File: config.mk
export PLATFORM = sky130hd
export DESIGN_NAME = memory_card_serial_master
export DESIGN_NICKNAME = d
export VERILOG_FILES = /design/src/rtl/mcsm_pkg.sv /design/src/rtl/memory_card_serial_master.sv /design/src/rtl/mcsm_step.sv
export VERILOG_INCLUDE_DIRS = /design/src /design/src/rtl
export SDC_FILE = /design/constraint.sdc
export NUM_CORES = 1
export LEC_CHECK = 0
export BUFFER_PORTS_ARGS = -buffer_cell sky130_fd_sc_hd__clkbuf_2
export CORE_UTILIZATION = 62
export CTS_BUF_LIST = sky130_fd_sc_hd__clkbuf_8
export CTS_CLUSTER_DIAMETER = 200
export CTS_CLUSTER_SIZE = 20
export DETAILED_ROUTE_END_ITERATION = 7
export PLACE_DENSITY = 0.88
export SYNTH_ARGS = -nofsm -noshare
export SYNTH_HDL_FRONTEND = slang
export SYNTH_SLANG_ARGS = --single-unit
File: constraint.sdc
create_clock -name clock -period 4.6 [get_ports clock]
set_clock_uncertainty 0.2 [all_clocks]
set_input_delay 0.92 -clock clock [delete_from_list [all_inputs] [get_ports clock]]
set_output_delay 0.92 -clock clock [all_outputs]
set_load 0.03 [all_outputs]
File: src/rtl/memory_card_serial_master_defines.svh
// assertion macros for the memory card serial master
// no dependencies, taken in by the top level with `include
`ifndef MEMORY_CARD_SERIAL_MASTER_DEFINES_SVH
`define MEMORY_CARD_SERIAL_MASTER_DEFINES_SVH

// same-cycle implication, disabled during reset
`define MCSM_ASSERT_NOW(label, clk, rst, ante, cons, msg) \
   label: assert property (@(posedge clk) disable iff (rst) (ante) |-> (cons)) \
      else $error(msg);

// next-cycle implication, disabled during reset
`define MCSM_ASSERT_NEXT(label, clk, rst, ante, cons, msg) \
   label: assert property (@(posedge clk) disable iff (rst) (ante) |=> (cons)) \
      else $error(msg);

`endif

File: src/rtl/mcsm_pkg.sv
// types, codes and helpers shared by the memory card serial master
// no dependencies
package mcsm_pkg;

   localparam logic [10:0] MAX_READ_BYTES = 11'd1024;
   localparam logic [7:0]  READ_CMD       = 8'h0e;
   localparam logic [10:0] FRAME_BYTES    = 11'd3;
   localparam logic [10:0] ANSWER_BYTES   = 11'd4;
   localparam logic [7:0]  BYTE_ZEROS     = 8'h00;
   localparam logic [7:0]  BYTE_ONES      = 8'hff;

   // operation modes
   localparam logic [1:0] MODE_CMD  = 2'd0;
   localparam logic [1:0] MODE_READ = 2'd1;
   localparam logic [1:0] MODE_ATR  = 2'd2;
   localparam logic [1:0] MODE_NONE = 2'd3;

   // completion status codes
   localparam logic [1:0] STATUS_OK     = 2'd0;
   localparam logic [1:0] STATUS_ABSENT = 2'd1;
   localparam logic [1:0] STATUS_NO_ACK = 2'd2;
   localparam logic [1:0] STATUS_BLANK  = 2'd3;

   // configuration register indexes
   localparam logic [1:0] CSR_LOW_TICKS  = 2'd0;
   localparam logic [1:0] CSR_HIGH_TICKS = 2'd1;
   localparam logic [1:0] CSR_ACK_LIMIT  = 2'd2;

   localparam logic [7:0] LOW_TICKS_RESET  = 8'd2;
   localparam logic [7:0] HIGH_TICKS_RESET = 8'd3;
   localparam logic [7:0] ACK_LIMIT_RESET  = 8'd250;

   typedef enum logic [4:0] {
      PH_IDLE, PH_TX_LOW, PH_TX_HIGH, PH_END_LOW, PH_END_RST, PH_END_HIGH,
      PH_END_LOW2, PH_ACK_REL, PH_ACK_HIGH, PH_ACK_LOW, PH_RX_LOW, PH_RX_HIGH,
      PH_TAIL_WAIT, PH_TAIL_RST, PH_AT_A, PH_AT_B, PH_AT_C, PH_AT_D, PH_AT_E,
      PH_AT_TAIL
   } phase_type;

   typedef struct packed {
      logic clk;
      logic rst;
      logic io;
      logic drv;
   } pins_type;

   localparam pins_type PINS_IDLE = '{clk: 1'b0, rst: 1'b0, io: 1'b1, drv: 1'b1};

   typedef struct packed {
      logic [7:0] low_ticks;
      logic [7:0] high_ticks;
      logic [7:0] ack_limit;
   } cfg_type;

   typedef struct packed {
      logic        start_req;
      logic [1:0]  mode;
      logic [7:0]  cmd_code;
      logic [9:0]  address;
      logic [7:0]  data_byte;
      logic [10:0] byte_count;
      logic        io_in;
      logic        card_present;
   } req_type;

   typedef struct packed {
      pins_type   pins;
      logic       busy_res;
      logic [7:0] rx_byte;
      logic       rx_valid;
      logic       rx_last;
      logic       done_res;
      logic [1:0] status;
   } rsp_type;

   typedef struct packed {
      phase_type   phase;
      logic [8:0]  tick_count;
      logic [2:0]  bit_index;
      logic [10:0] byte_index;
      logic [7:0]  shift_reg;
      logic [7:0]  ack_tries;
      logic [9:0]  held_address;
      logic [7:0]  held_cmd;
      logic [7:0]  held_data;
      logic [10:0] held_count;
      logic [1:0]  held_mode;
      logic        answer_nonblank;
      pins_type    pins;
   } state_type;

   // bit of the outgoing 3-byte frame, address bits 9:8 folded into command bits 7:6
   function automatic logic frame_bit(logic [10:0] byte_idx, logic [2:0] bit_idx,
                                      logic [9:0] addr, logic [7:0] cmd,
                                      logic [7:0] data);
      logic [7:0] b;
      if (byte_idx == 11'd0) begin
         b = {addr[9:8], 6'b0} | cmd;
      end else if (byte_idx == 11'd1) begin
         b = addr[7:0];
      end else begin
         b = data;
      end
      return b[bit_idx];
   endfunction

endpackage

File: src/rtl/memory_card_serial_master.sv
// top level of the 3-wire synchronous memory card host master
// depends on mcsm_pkg, mcsm_step and memory_card_serial_master_defines.svh
//
// usage:
//   every req transaction is one 10 us timebase tick carrying the start request,
//   operation mode and frame fields plus the sampled IO line and card detect
//   every req transaction gives exactly one rsp transaction with the card pin
//   levels, the busy flag, a received byte when one completes and the status
//   when an operation finishes; rsp_tlast marks the last byte of a read or answer
//   the result is written into the output register when the tick is accepted, and
//   a tick is taken in every cycle that rsp is not stalled; the whole tick is one
//   pass through the sequencer logic between the state and the output register
//   while rsp is stalled the output register holds and req_tready stays low
//   only until the waiting result is taken, so with rsp_tready high the block
//   sustains one transaction per cycle
//   csr writes set low_ticks (0), high_ticks (1) and ack_limit (2), accepted
//   every cycle, and are meant to happen only while the block is idle
//   reset returns to idle with pins clk 0, rst 0, io driven high, and loads
//   the register defaults 2, 3 and 250
`include "memory_card_serial_master_defines.svh"

module memory_card_serial_master (
   input  logic        clock,
   input  logic        reset,
   // tdata: start_req, cmd_code, address, data_byte, byte_count, io_in, card_present
   input  logic [39:0] req_tdata,
   // tuser: mode
   input  logic [1:0]  req_tuser,
   input  logic        req_tvalid,
   output logic        req_tready,
   // tdata: clk_out, rst_out, io_out, io_drive, busy_res, rx_byte, rx_valid,
   //        done_res, status, zero fill
   output logic [23:0] rsp_tdata,
   output logic        rsp_tlast,
   output logic        rsp_tvalid,
   input  logic        rsp_tready,
   input  logic        csr_valid,
   output logic        csr_ready,
   input  logic [1:0]  csr_index,
   input  logic [7:0]  csr_data
);

   mcsm_pkg::state_type state_ff;
   mcsm_pkg::state_type state_in;
   mcsm_pkg::rsp_type   rsp_ff;
   mcsm_pkg::rsp_type   rsp_in;
   logic                rsp_valid_ff;
   mcsm_pkg::cfg_type   cfg_ff;
   mcsm_pkg::req_type   req;
   logic                req_accept;

   // unpack the incoming tick
   assign req.start_req    = req_tdata[0];
   assign req.mode         = req_tuser;
   assign req.cmd_code     = req_tdata[8:1];
   assign req.address      = req_tdata[18:9];
   assign req.data_byte    = req_tdata[26:19];
   assign req.byte_count   = req_tdata[37:27];
   assign req.io_in        = req_tdata[38];
   assign req.card_present = req_tdata[39];

   // take a new tick whenever the output register is free or being emptied
   assign req_tready = !rsp_valid_ff || rsp_tready;
   assign req_accept = req_tvalid && req_tready;
   assign csr_ready  = 1'b1;

   mcsm_step u_step (
      .st  (state_ff),
      .req (req),
      .cfg (cfg_ff),
      .nx  (state_in),
      .res (rsp_in)
   );

   // sequencer state advances once per accepted tick
   always_ff @(posedge clock) begin
      if (reset) begin
         state_ff.phase           <= mcsm_pkg::PH_IDLE;
         state_ff.tick_count      <= '0;
         state_ff.bit_index       <= '0;
         state_ff.byte_index      <= '0;
         state_ff.shift_reg       <= '0;
         state_ff.ack_tries       <= '0;
         state_ff.held_address    <= '0;
         state_ff.held_cmd        <= '0;
         state_ff.held_data       <= '0;
         state_ff.held_count      <= '0;
         state_ff.held_mode       <= '0;
         state_ff.answer_nonblank <= 1'b0;
         state_ff.pins            <= mcsm_pkg::PINS_IDLE;
      end else if (req_accept) begin
         state_ff <= state_in;
      end
   end

   // output register, doubles as the skid stage toward the receiver
   always_ff @(posedge clock) begin
      if (reset) begin
         rsp_valid_ff <= 1'b0;
      end else if (req_accept) begin
         rsp_valid_ff <= 1'b1;
      end else if (rsp_tready) begin
         rsp_valid_ff <= 1'b0;
      end
   end

   always_ff @(posedge clock) begin
      if (req_accept) begin
         rsp_ff <= rsp_in;
      end
   end

   // configuration registers, unknown indexes are dropped
   always_ff @(posedge clock) begin
      if (reset) begin
         cfg_ff.low_ticks  <= mcsm_pkg::LOW_TICKS_RESET;
         cfg_ff.high_ticks <= mcsm_pkg::HIGH_TICKS_RESET;
         cfg_ff.ack_limit  <= mcsm_pkg::ACK_LIMIT_RESET;
      end else if (csr_valid && csr_ready) begin
         case (csr_index)
            mcsm_pkg::CSR_LOW_TICKS:  cfg_ff.low_ticks  <= csr_data;
            mcsm_pkg::CSR_HIGH_TICKS: cfg_ff.high_ticks <= csr_data;
            mcsm_pkg::CSR_ACK_LIMIT:  cfg_ff.ack_limit  <= csr_data;
            default: begin
            end
         endcase
      end
   end

   // pack the result
   assign rsp_tvalid = rsp_valid_ff;
   assign rsp_tlast  = rsp_ff.rx_last;
   assign rsp_tdata  = {7'b0, rsp_ff.status, rsp_ff.done_res, rsp_ff.rx_valid,
                        rsp_ff.rx_byte, rsp_ff.busy_res, rsp_ff.pins.drv,
                        rsp_ff.pins.io, rsp_ff.pins.rst, rsp_ff.pins.clk};

   // idle always shows the parked pin levels
   `MCSM_ASSERT_NOW(a_idle_pins, clock, reset,
      state_ff.phase == mcsm_pkg::PH_IDLE, state_ff.pins == mcsm_pkg::PINS_IDLE,
      "pins not parked while idle")
   // a finished operation is never reported busy
   `MCSM_ASSERT_NOW(a_done_not_busy, clock, reset,
      rsp_valid_ff && rsp_ff.done_res, !rsp_ff.busy_res,
      "done reported together with busy")
   // last byte marker and status only travel with their qualifiers
   `MCSM_ASSERT_NOW(a_qualified_fields, clock, reset,
      rsp_valid_ff && (rsp_ff.rx_last || (rsp_ff.status != mcsm_pkg::STATUS_OK)),
      (!rsp_ff.rx_last || rsp_ff.rx_valid) &&
      ((rsp_ff.status == mcsm_pkg::STATUS_OK) || rsp_ff.done_res),
      "rx_last or status without its qualifier")
   // a valid start from idle always launches an operation
   `MCSM_ASSERT_NEXT(a_start_launches, clock, reset,
      req_accept && (state_ff.phase == mcsm_pkg::PH_IDLE) && req.start_req &&
      (req.mode != mcsm_pkg::MODE_NONE),
      (state_ff.phase != mcsm_pkg::PH_IDLE) && rsp_ff.busy_res,
      "start request from idle did not launch")

endmodule

File: src/rtl/mcsm_step.sv
// one tick of the card pin sequencer: next state and result from state and input
// depends on mcsm_pkg
module mcsm_step (
   input  mcsm_pkg::state_type st,
   input  mcsm_pkg::req_type   req,
   input  mcsm_pkg::cfg_type   cfg,
   output mcsm_pkg::state_type nx,
   output mcsm_pkg::rsp_type   res
);

   logic [8:0]  t_low;
   logic [8:0]  t_high;
   logic [7:0]  ack_lim;
   logic [8:0]  guard;
   logic [8:0]  tries_inc;
   logic [2:0]  bit_inc;
   logic [10:0] byte_inc;
   logic [7:0]  shift_in;
   logic [10:0] tx_byte;
   logic [7:0]  cmd_sel;
   logic [7:0]  data_sel;
   logic        do_rx;
   logic        do_fin;
   logic [1:0]  fin_status;

   // zero timing or limit acts as one
   assign t_low     = {1'b0, (cfg.low_ticks == 8'd0) ? 8'd1 : cfg.low_ticks};
   assign t_high    = {1'b0, (cfg.high_ticks == 8'd0) ? 8'd1 : cfg.high_ticks};
   assign ack_lim   = (cfg.ack_limit == 8'd0) ? 8'd1 : cfg.ack_limit;
   assign guard     = t_low + t_high;
   assign tries_inc = {1'b0, st.ack_tries} + 9'd1;
   assign bit_inc   = st.bit_index + 3'd1;
   assign byte_inc  = st.byte_index + 11'd1;
   assign shift_in  = {req.io_in, st.shift_reg[7:1]};
   assign tx_byte   = (bit_inc == 3'd0) ? byte_inc : st.byte_index;
   assign cmd_sel   = (req.mode == mcsm_pkg::MODE_READ) ? mcsm_pkg::READ_CMD : req.cmd_code;
   assign data_sel  = (req.mode == mcsm_pkg::MODE_READ) ? {7'b0, req.address[0]}
                                                        : req.data_byte;

   always_comb begin
      nx         = st;
      res        = '0;
      do_rx      = 1'b0;
      do_fin     = 1'b0;
      fin_status = mcsm_pkg::STATUS_OK;

      if (st.phase == mcsm_pkg::PH_IDLE) begin
         if (req.start_req && (req.mode != mcsm_pkg::MODE_NONE)) begin
            nx.held_mode       = req.mode;
            nx.held_address    = req.address;
            nx.held_cmd        = cmd_sel;
            nx.held_data       = data_sel;
            nx.held_count      = (req.byte_count > mcsm_pkg::MAX_READ_BYTES)
                                 ? mcsm_pkg::MAX_READ_BYTES : req.byte_count;
            nx.bit_index       = 3'd0;
            nx.byte_index      = 11'd0;
            nx.shift_reg       = 8'd0;
            nx.ack_tries       = 8'd0;
            nx.answer_nonblank = 1'b0;
            if (req.mode == mcsm_pkg::MODE_ATR) begin
               nx.phase      = mcsm_pkg::PH_AT_A;
               nx.tick_count = guard;
               nx.pins       = '{1'b0, 1'b0, 1'b1, 1'b1};
            end else begin
               nx.phase      = mcsm_pkg::PH_TX_LOW;
               nx.tick_count = t_low;
               nx.pins       = '{1'b0, 1'b1,
                                 mcsm_pkg::frame_bit(11'd0, 3'd0, req.address,
                                                     cmd_sel, data_sel), 1'b1};
            end
         end
      end else if (st.tick_count > 9'd1) begin
         nx.tick_count = st.tick_count - 9'd1;
      end else begin
         case (st.phase)
            mcsm_pkg::PH_TX_LOW: begin
               nx.phase      = mcsm_pkg::PH_TX_HIGH;
               nx.tick_count = t_high;
               nx.pins       = '{1'b1, 1'b1, st.pins.io, 1'b1};
            end
            mcsm_pkg::PH_TX_HIGH: begin
               nx.bit_index  = bit_inc;
               nx.byte_index = tx_byte;
               nx.tick_count = t_low;
               if (tx_byte >= mcsm_pkg::FRAME_BYTES) begin
                  nx.phase = mcsm_pkg::PH_END_LOW;
                  nx.pins  = '{1'b0, 1'b1, st.pins.io, 1'b1};
               end else begin
                  nx.phase = mcsm_pkg::PH_TX_LOW;
                  nx.pins  = '{1'b0, 1'b1,
                               mcsm_pkg::frame_bit(tx_byte, bit_inc, st.held_address,
                                                   st.held_cmd, st.held_data), 1'b1};
               end
            end
            mcsm_pkg::PH_END_LOW: begin
               nx.phase      = mcsm_pkg::PH_END_RST;
               nx.tick_count = t_low;
               nx.pins       = '{1'b0, 1'b0, st.pins.io, 1'b1};
            end
            mcsm_pkg::PH_END_RST: begin
               nx.phase      = mcsm_pkg::PH_END_HIGH;
               nx.tick_count = t_high;
               nx.pins       = '{1'b1, 1'b0, st.pins.io, 1'b1};
            end
            mcsm_pkg::PH_END_HIGH: begin
               nx.phase      = mcsm_pkg::PH_END_LOW2;
               nx.tick_count = t_low;
               nx.pins       = '{1'b0, 1'b0, st.pins.io, 1'b1};
            end
            mcsm_pkg::PH_END_LOW2: begin
               nx.byte_index = 11'd0;
               if (st.held_mode == mcsm_pkg::MODE_CMD) begin
                  nx.phase      = mcsm_pkg::PH_ACK_REL;
                  nx.tick_count = t_high;
                  nx.pins       = '{1'b0, 1'b0, st.pins.io, 1'b0};
               end else if (st.held_count == 11'd0) begin
                  nx.phase      = mcsm_pkg::PH_TAIL_WAIT;
                  nx.tick_count = t_low;
                  nx.pins       = '{1'b0, 1'b0, 1'b1, 1'b1};
               end else begin
                  do_rx = 1'b1;
               end
            end
            mcsm_pkg::PH_ACK_REL: begin
               nx.phase      = mcsm_pkg::PH_ACK_HIGH;
               nx.tick_count = t_high;
               nx.pins       = '{1'b1, 1'b0, st.pins.io, 1'b0};
            end
            mcsm_pkg::PH_ACK_HIGH: begin
               nx.phase      = mcsm_pkg::PH_ACK_LOW;
               nx.tick_count = t_low;
               nx.pins       = '{1'b0, 1'b0, st.pins.io, 1'b0};
            end
            mcsm_pkg::PH_ACK_LOW: begin
               if (!req.io_in) begin
                  do_fin = 1'b1;
               end else begin
                  nx.ack_tries = tries_inc[7:0];
                  if (tries_inc >= {1'b0, ack_lim}) begin
                     do_fin     = 1'b1;
                     fin_status = mcsm_pkg::STATUS_NO_ACK;
                  end else begin
                     nx.phase      = mcsm_pkg::PH_ACK_HIGH;
                     nx.tick_count = t_high;
                     nx.pins       = '{1'b1, 1'b0, st.pins.io, 1'b0};
                  end
               end
            end
            mcsm_pkg::PH_RX_LOW: begin
               nx.phase      = mcsm_pkg::PH_RX_HIGH;
               nx.tick_count = t_high;
               nx.pins       = '{1'b1, 1'b0, st.pins.io, 1'b0};
            end
            mcsm_pkg::PH_RX_HIGH: begin
               nx.shift_reg = shift_in;
               nx.bit_index = bit_inc;
               if (bit_inc != 3'd0) begin
                  nx.phase      = mcsm_pkg::PH_RX_LOW;
                  nx.tick_count = t_low;
                  nx.pins       = '{1'b0, 1'b0, st.pins.io, 1'b0};
               end else begin
                  nx.byte_index = byte_inc;
                  res.rx_valid  = 1'b1;
                  res.rx_byte   = shift_in;
                  if (st.held_mode == mcsm_pkg::MODE_ATR) begin
                     if ((shift_in != mcsm_pkg::BYTE_ZEROS) &&
                         (shift_in != mcsm_pkg::BYTE_ONES)) begin
                        nx.answer_nonblank = 1'b1;
                     end
                     res.rx_last = (byte_inc >= mcsm_pkg::ANSWER_BYTES);
                     if (res.rx_last) begin
                        nx.phase      = mcsm_pkg::PH_AT_TAIL;
                        nx.tick_count = 9'd1;
                        nx.pins       = '{1'b0, 1'b0, 1'b1, 1'b1};
                     end else begin
                        do_rx = 1'b1;
                     end
                  end else begin
                     res.rx_last = (byte_inc >= st.held_count);
                     if (res.rx_last) begin
                        nx.phase      = mcsm_pkg::PH_TAIL_WAIT;
                        nx.tick_count = t_low;
                        nx.pins       = '{1'b0, 1'b0, 1'b1, 1'b1};
                     end else begin
                        do_rx = 1'b1;
                     end
                  end
               end
            end
            mcsm_pkg::PH_TAIL_WAIT: begin
               nx.phase      = mcsm_pkg::PH_TAIL_RST;
               nx.tick_count = t_high;
               nx.pins       = '{1'b0, 1'b1, 1'b1, 1'b1};
            end
            mcsm_pkg::PH_TAIL_RST: begin
               do_fin = 1'b1;
            end
            mcsm_pkg::PH_AT_A: begin
               nx.phase      = mcsm_pkg::PH_AT_B;
               nx.tick_count = guard;
               nx.pins       = '{1'b0, 1'b1, 1'b1, 1'b1};
            end
            mcsm_pkg::PH_AT_B: begin
               nx.phase      = mcsm_pkg::PH_AT_C;
               nx.tick_count = guard;
               nx.pins       = '{1'b1, 1'b1, 1'b1, 1'b1};
            end
            mcsm_pkg::PH_AT_C: begin
               nx.phase      = mcsm_pkg::PH_AT_D;
               nx.tick_count = guard;
               nx.pins       = '{1'b0, 1'b1, 1'b1, 1'b1};
            end
            mcsm_pkg::PH_AT_D: begin
               nx.phase      = mcsm_pkg::PH_AT_E;
               nx.tick_count = guard;
               nx.pins       = '{1'b0, 1'b0, 1'b1, 1'b1};
            end
            mcsm_pkg::PH_AT_E: begin
               nx.byte_index = 11'd0;
               do_rx         = 1'b1;
            end
            mcsm_pkg::PH_AT_TAIL: begin
               do_fin     = 1'b1;
               fin_status = st.answer_nonblank ? mcsm_pkg::STATUS_OK
                                               : mcsm_pkg::STATUS_BLANK;
            end
            default: begin
               do_fin = 1'b1;
            end
         endcase
      end

      // presence check before each byte of a read
      if (do_rx) begin
         if ((st.held_mode == mcsm_pkg::MODE_READ) && !req.card_present) begin
            do_fin     = 1'b1;
            fin_status = mcsm_pkg::STATUS_ABSENT;
         end else begin
            nx.bit_index  = 3'd0;
            nx.shift_reg  = 8'd0;
            nx.phase      = mcsm_pkg::PH_RX_LOW;
            nx.tick_count = t_low;
            nx.pins       = '{1'b0, 1'b0, st.pins.io, 1'b0};
         end
      end

      if (do_fin) begin
         nx.phase      = mcsm_pkg::PH_IDLE;
         nx.tick_count = 9'd0;
         nx.pins       = mcsm_pkg::PINS_IDLE;
         res.done_res  = 1'b1;
         res.status    = fin_status;
      end

      res.pins     = nx.pins;
      res.busy_res = (nx.phase != mcsm_pkg::PH_IDLE);
   end

endmodule
==> summary.md, run 1 <==
| Metric | Value |
|---|---|
| IO Count | 85 |
| Port-buffer cells | 76 |
| Dpl cells | between 1,000 and 1,500 |
| FMAX | roughly 0.24 GHz |
| Critical Path AT | about 4200 ps |
| Detailed Routing Iterations Pass 1 | 6 |
| Global Route Usage Sum | about 40% |
| Hold WC Path Type | flip-flop to flip-flop |
| Worst Tran Pin Value | 810 ps |
| Fin. Hold Viols | 0 |
| Worst r2r dst | rsp_tdata[3] |
| Gr ovfl total | 0 |
| Worst VDD drop | approximately 350 uV |
| Synth cell count leaders | nand2_1, a21oi_1, dfxtp_1 |
| Final GP Congestion | between 1 and 1.5 |
| Worst r2r src | state_ff[61] |
| Post-layout util | just under 70% |
| Fin. max-slew vios | 0 |
| Total CTS buffers | 17 |
| Startpoint Class | flip-flop |
| Global-route wire length before repair | approximately 46,000 microns |
| Worst-path clk slew | roughly 80 ps |
| Reg2reg setup slack | 390 ps |
| Final setup violation count | 0 |
| Setup Crit Path Kind | flip-flop to flip-flop |
| Fin area | 10,000 sq um |
| Largest area contributor in the netlist | dfxtp_1 |
| Latest clock arrival within the worst-skew pair | 470 ps |
| Root Buffer Master | clkbuf_8 |
| Starting DRT DRC Count | approximately 1,300 |
| Die W | 124 microns |
| Cells after Synth | about 1,200 |
| Leakage | between 3 and 4 nW |
| Via count | 9,776 |
| Yosys warns | 0 |
| Rel. slew slack | 45.5% |
| Most used flip-flop cell after synthesis | dfxtp_1 |
| Post-synth top area share | 24.4% |
| WP data required | 4610 ps |
| # DRC | 0 |
| Number of enable flip-flop cells after synthesis | 18 |
| Max Fanout on Critical Path | 11 |
| Largest net degree at the start of global routing | 67 |
| PwrDens | slightly below 600 nW/um^2 |
| Antenna violations before repair | 0 |
| Async SR Flop Fraction | 0% |
| Seq/Total Area, Yosys | 30.3% |
| CTS tree | done |
| Total Wirelength | between 30,000 and 40,000 microns |
| Detailed placement HPWL | 22,000 microns |
| Reg2reg path depth | 11 |
| Ranking of synthesized cells by area | dfxtp_1, a21oi_1, nand2_1 |
| DR vias/cell | just under 7 |
| Hold_sp | state_ff[40] |
| Number of max-cap violations | 0 |
| Yosys reg bits | between 100 and 150 |
| Antenna Cells | 0 |
| Most common cell in the netlist | nand2_1 |
| Status | finished, final reports clean |
| Mean Syn Cell Area | 7.55 sq um |
| Placement-stage cell area | 9580 sq um |
| RSZ-0062 raised after global routing | false |
| Fin nets | ~1,300 |
| Worst setup EP type | flip-flop |
| Die Y | between 100 and 150 microns |
| Cell Area, Synth | about 9000 sq um |
| Initial Util | between 60 and 70% |
| Number of global-route vias before repair | between 8,000 and 9,000 |
| Maximum clock insertion buffer count | 2 |
| Avg WL per Cell | between 20 and 25 microns |
| Area delta synth->final | 8.85% |
| Cts repair resizes | 0 |
| # Post-CTS Setup Buffers | 0 |
| Sink Count | 130 |
| Post-CTS Hold Buffers | 0 |
| Rows | 44 |
| Share of cells above drive strength 1 | about an eighth |
| Post-layout min period | roughly 4200 ps |
| Setup TNS | 0 ps |
| Antenna viol nets, final | 0 |
| Htree depth | 4 |
| CORE AREA | about 14,000 sq um |
| Non-Filler Instances | roughly 1,400 |
| Die area | roughly 15,000 sq um |
| Hold Crit Endpoint | state_ff[40] |
| Period utilization | about nine tenths |
| Hold Path Depth | 2 |
| Synth cell types | 101 |
[cells by family (layout without fill, tap and decap cells)]
logic type,Yosys count,count (layout),synth area share (%)
muxes,24,24,3.05
xor gates and xnor gates,33,33,3.29
DFF,130,130,30.3
adders and majority gates,31,31,4.26
buffers and inverters,145,173,6.52
AOI/OAI and AO/OA,372,372,27.1
other,2,8,0.0817
and+or+nand+nor,480,480,25.5
[cell usage in the layout (no fill, tap or decap), types with 14 or more instances in the layout]
cell type / synthesis / final
nand2_1: 151 / 151
a21oi_1: 122 / 122
dfxtp_1: 112 / 112
nor2_1: 109 / 108
clkbuf_2: 0 / 76
o21ai_0: 57 / 57
nand3_1: 43 / 43
nor3_1: 38 / 38
inv_1: 36 / 36
ha_1: 28 / 28
buf_4: 10 / 28
and3_1: 24 / 24
xnor2_1: 19 / 19
o211ai_1: 19 / 19
mux2i_1: 19 / 19
clkbuf_8: 0 / 18
edfxtp_1: 18 / 18
nand3b_1: 17 / 17
nor4_1: 15 / 15
a31oi_1: 14 / 14
[metrics by stage]
stage | hold WS (ps) | setup WS (ps) | power [W]
global placement | 236 | 613 | 0.00454
floorplan | 228 | 1090 | 0.00356
detailed placement | 247 | 516 | 0.00454
CTS | 258 | 493 | 0.00559
global route | 278 | 18.5 | 0.00600
finish | 255 | 392 | 0.00578
[worst max-delay path, cell delays in order, from the launching register on]
cell       delay (ps)
dfxtp_1           470
ha_1              500
xor2_1            130
ha_1              220
a2111oi_0         520
o21ai_0           150
a31o_1            280
o21ai_2           340
a31oi_4           230
nor3_2            520
nor3_1            160
or2_1             240
[cell type report]
class / instances / area (sq um)
multi-input combinational: 948 / 5840
fill: 1201 / 4470
sequential: 130 / 2780
timing repair buffer: 104 / 591
clock buffer: 18 / 248
tap: 184 / 230
clock inverter: 13 / 176
inverter: 38 / 143
[state kept, by name (all words and copies together), names as in the netlist]
signal and flops:
rsp_tvalid 1, rsp_tdata 17, rsp_tlast 1, state_ff 87, cfg_ff 24
[layer usage]
metal	wire length (microns)	vias to the layer above	share of wire [%]	global-route usage, %
li1	-	4476	-	-
met1	12000	4580	40	50.4
met2	13800	594	46	64.4
met3	3040	126	10	9.89
met4	1350	0	4.5	18.9
met5	0	-	0	0
[worst max path at each step]
stage	start	endpoint	slack (ps)
final	state_ff[61]	rsp_tdata[3]	390
after global routing	state_ff[61]	rsp_tdata[3]	20
after CTS	state_ff[61]	rsp_tdata[3]	490
after detailed placement	state_ff[44]	state_ff[84]	520
after global placement	state_ff[61]	rsp_tdata[3]	610
after floorplan	state_ff[44]	state_ff[77]	1090
[power breakdown]
group | leakage, nW | internal [W] | switching, W
Sequential | 1.08 | 0.00130 | 0.000203
Combinational | 2.65 | 0.00108 | 0.00213
Clock | 0.216 | 0.000559 | 0.000502
Total | 3.95 | 0.00294 | 0.00284
No activity file was read; power rests on OpenSTA's default activity.
==> run 2: changes to the inputs <==
--- a/config.mk
+++ b/config.mk
@@ -6,6 +6,7 @@
 export SDC_FILE = /design/constraint.sdc
 export NUM_CORES = 1
 export LEC_CHECK = 0
+export ABC_AREA = 1
 export BUFFER_PORTS_ARGS = -buffer_cell sky130_fd_sc_hd__clkbuf_2
 export CORE_UTILIZATION = 62
 export CTS_BUF_LIST = sky130_fd_sc_hd__clkbuf_8
==> run 2 against run 1 <==
Net effect:
- routed wire length shrank 3.9%
- global-route usage shrank 0.57 points
- area after synthesis shrank 1.5%
- cell count grew 14%
- register-to-register slack gained 280 ps
- via count grew 2.6%
- sequential cell count is the same
- critical path depth grew 5
- clock-buffer cell count grew 1
- clock power is essentially flat
- largest cell class unchanged
==> summary.md, run 2 <==
| Metric | Value |
|---|---|
| IO Count | 85 |
| Initial Util | approximately 65% |
| Global-route wire length before repair | 46,000 microns |
| Rel. slew slack | roughly a quarter |
| Total CTS buffers | 17 |
| Setup TNS | 0 ps |
| FMAX | approximately 0.25 GHz |
| Number of global-route vias before repair | between 9,000 and 10,000 |
| Global Route Usage Sum | between 30% and 40% |
| Latest clock arrival within the worst-skew pair | 480 ps |
| Detailed placement HPWL | between 20,000 and 25,000 microns |
| Yosys reg bits | between 100 and 150 |
| Internal Power | ~0.0026 W |
| Via count | between 10,000 and 15,000 |
| Clock power share | a little over a fifth |
| Register bank with the most flops | state_ff |
| Yosys warns | 0 |
| Max reg flops | just under 90 |
| Final GP Congestion | 1.02 |
| # Post-CTS Setup Buffers | 0 |
| Sw Share | about 47% |
| Max Fanout on Critical Path | 6 |
| Commonest non-fill, non-tap cells in the layout | nand2_1, inv_1, a21oi_1 |
| Post-layout min period | a little under 4000 ps |
| WP data required | approximately 4800 ps |
| Comb power frac | roughly 48% |
| Largest net degree at the start of global routing | 65 |
| CORE AREA | ~14,000 sq um |
| Reg power frac | a little under a third |
| Most used flip-flop cell after synthesis | dfxtp_1 |
| Startpoint Class | flip-flop |
| Hold WC Path Type | flip-flop to flip-flop |
| Cells after Synth | around 1,400 |
| Rows | 43 |
| Starting DRT DRC Count | roughly 1,300 |
| Antenna violations before repair | 0 |
| Final setup violation count | 0 |
| Ranking of synthesized cells by area | dfxtp_1, nand2_1, a21oi_1 |
| Antenna Cells | 0 |
| Period utilization | between 80% and 90% |
| Mean Syn Cell Area | 6.47 sq um |
| Fill count | 1,236 |
| Die area | approximately 15,000 sq um |
| Synth cell count leaders | nand2_1, inv_1, a21oi_1 |
| Seq/Total Area, Yosys | a little under a third |
| Detailed Routing Iterations Pass 1 | 6 |
| Antenna viol nets, final | 0 |
| Fin nets | ~1,500 |
| CTS tree | done |
| Most common cell in the netlist | nand2_1 |
| DR vias/cell | between 6 and 7 |
| Sink Count | 130 |
| Die W | between 100 and 150 microns |
| Post-synth top area share | between 20% and 30% |
| Async SR Flop Fraction | 0% |
| Critical Path AT | approximately 4000 ps |
| Root Buffer Master | clkbuf_8 |
| Worst Tran Pin Value | around 1100 ps |
| Share of cells above drive strength 1 | between 10% and 20% |
| Number of max-cap violations | 0 |
| Worst setup EP type | flip-flop |
| Cell Area, Synth | about 9100 sq um |
| Worst VDD drop | roughly 380 uV |
| Largest area contributor in the netlist | dfxtp_1 |
| Number of enable flip-flop cells after synthesis | 18 |
| Area delta synth->final | 9.56% |
| RSZ-0062 raised after global routing | false |
| Fin. Hold Viols | 0 |
| Maximum clock insertion buffer count | 2 |
| # DRC | 0 |
| Commonest non-fill, non-tap cell in the layout | nand2_1 |
| Fin. max-slew vios | 0 |
| Htree depth | 4 |
| Port-buffer cells | 76 |
| Synth cell types | 57 |
| Power Total | 0.00491 W |
| Total Wirelength | a little under 30,000 microns |
| Worst-path clk slew | around 90 ps |
| Die Y | around 120 microns |
| Avg WL per Cell | roughly 18 microns |
| PwrDens | a little under 500 nW/um^2 |
| Post-CTS Hold Buffers | 0 |
| Cts repair resizes | 0 |
| Gr ovfl total | 0 |
| Status | finished, final reports clean |
| Sw Pwr | between 0.002 and 0.0025 W |
| Setup Crit Path Kind | flip-flop to flip-flop |
| Leakage | 4.43 nW |
==> run 2: cell types whose count changed after synthesis, moves of 22 or more <==
| cell | previous run | this run |
|---|---|---|
| nand2_1 | 151 | 307 |
| inv_1 | 36 | 164 |
| o21ai_0 | 57 | 92 |
| and3_1 | 24 | 1 |
| nand3_1 | 43 | 94 |
| clkbuf_1 | 79 | 57 |
==> run 2: through the flow <==
stage               util (%)  std cells  setup slack, ps  hold WS (ps)  instance area [sq um]
floorplan                  -       1405             1460           229                   9080
global placement        67.7       1605              853           243                   9510
detailed placement      67.7       1605              850           255                   9510
CTS                     70.7       1636              784           268                   9920
global route            70.7       1636              520           282                   9920
finish                  70.7       1636              670           269                   9920
==> run 2: layout make-up <==
cell class	instances	area (sq um)	area share (%)
inverter	178	668	6.73
clock buffer	19	262	2.64
clock inverter	12	154	1.55
tap	180	225	2.27
timing repair buffer	95	523	5.27
sequential	130	2780	28.0
multi-input combinational	1022	5310	53.5
==> run 2: per-layer routing <==
| layer | global-route usage (%) | vias to the layer above | part of all wire [%] |
|---|---|---|---|
| li1 | - | 4774 | - |
| met1 | 52.3 | 4546 | 41 |
| met2 | 61.2 | 635 | 44 |
| met3 | 10.0 | 79 | 11 |
| met4 | 16.2 | 0 | 2.9 |
| met5 | 0 | - | 0 |
==> run 2: kinds of logic (layout without fill, tap and decap cells) <==
group | Yosys count | in the layout | synth area share [%]
AOI/OAI and AO/OA | 346 | 346 | 22.2
xor gates and xnor gates | 15 | 15 | 1.45
adders and majority gates | 29 | 29 | 4.09
buffers and inverters | 253 | 304 | 10.9
DFF | 130 | 130 | 30.7
muxes | 1 | 1 | 0.111
other | 2 | 8 | 0.0829
and+or+nand+nor | 623 | 623 | 30.4
==> run 2: power groups by stage <==
stage	Clock (W)	Combinational (W)	Sequential (W)
after global routing	0.00109	0.00262	0.00151
after detailed placement	0	0.00228	0.00151
final	0.00105	0.00237	0.00149
after floorplan	0	0.00165	0.00148
after global placement	0	0.00227	0.00151
after CTS	0.00105	0.00230	0.00148
==> run 2: worst paths after layout <==
path | endpoint | depth (start not counted) | from | slack [ps]
setup / recovery | state_ff[81] | 16 | state_ff[44] | 670
hold / removal | state_ff[29] | 2 | state_ff[29] | 270
setup reg to reg | state_ff[81] | 16 | state_ff[44] | 670
hold reg to reg | state_ff[29] | 2 | state_ff[29] | 270
==> run 2: worst max-delay path, stage by stage (launching register included) <==
cell	delay (ps)
dfxtp_1	370
inv_1	80
nor3_1	410
nand4_1	190
nor2_1	150
xor2_1	220
ha_1	290
nand4_1	130
nor3b_1	430
nand3_1	270
inv_1	240
nor3_2	110
a21oi_4	260
nand2_4	130
nor2_1	140
nand2_1	80
a21oi_2	120
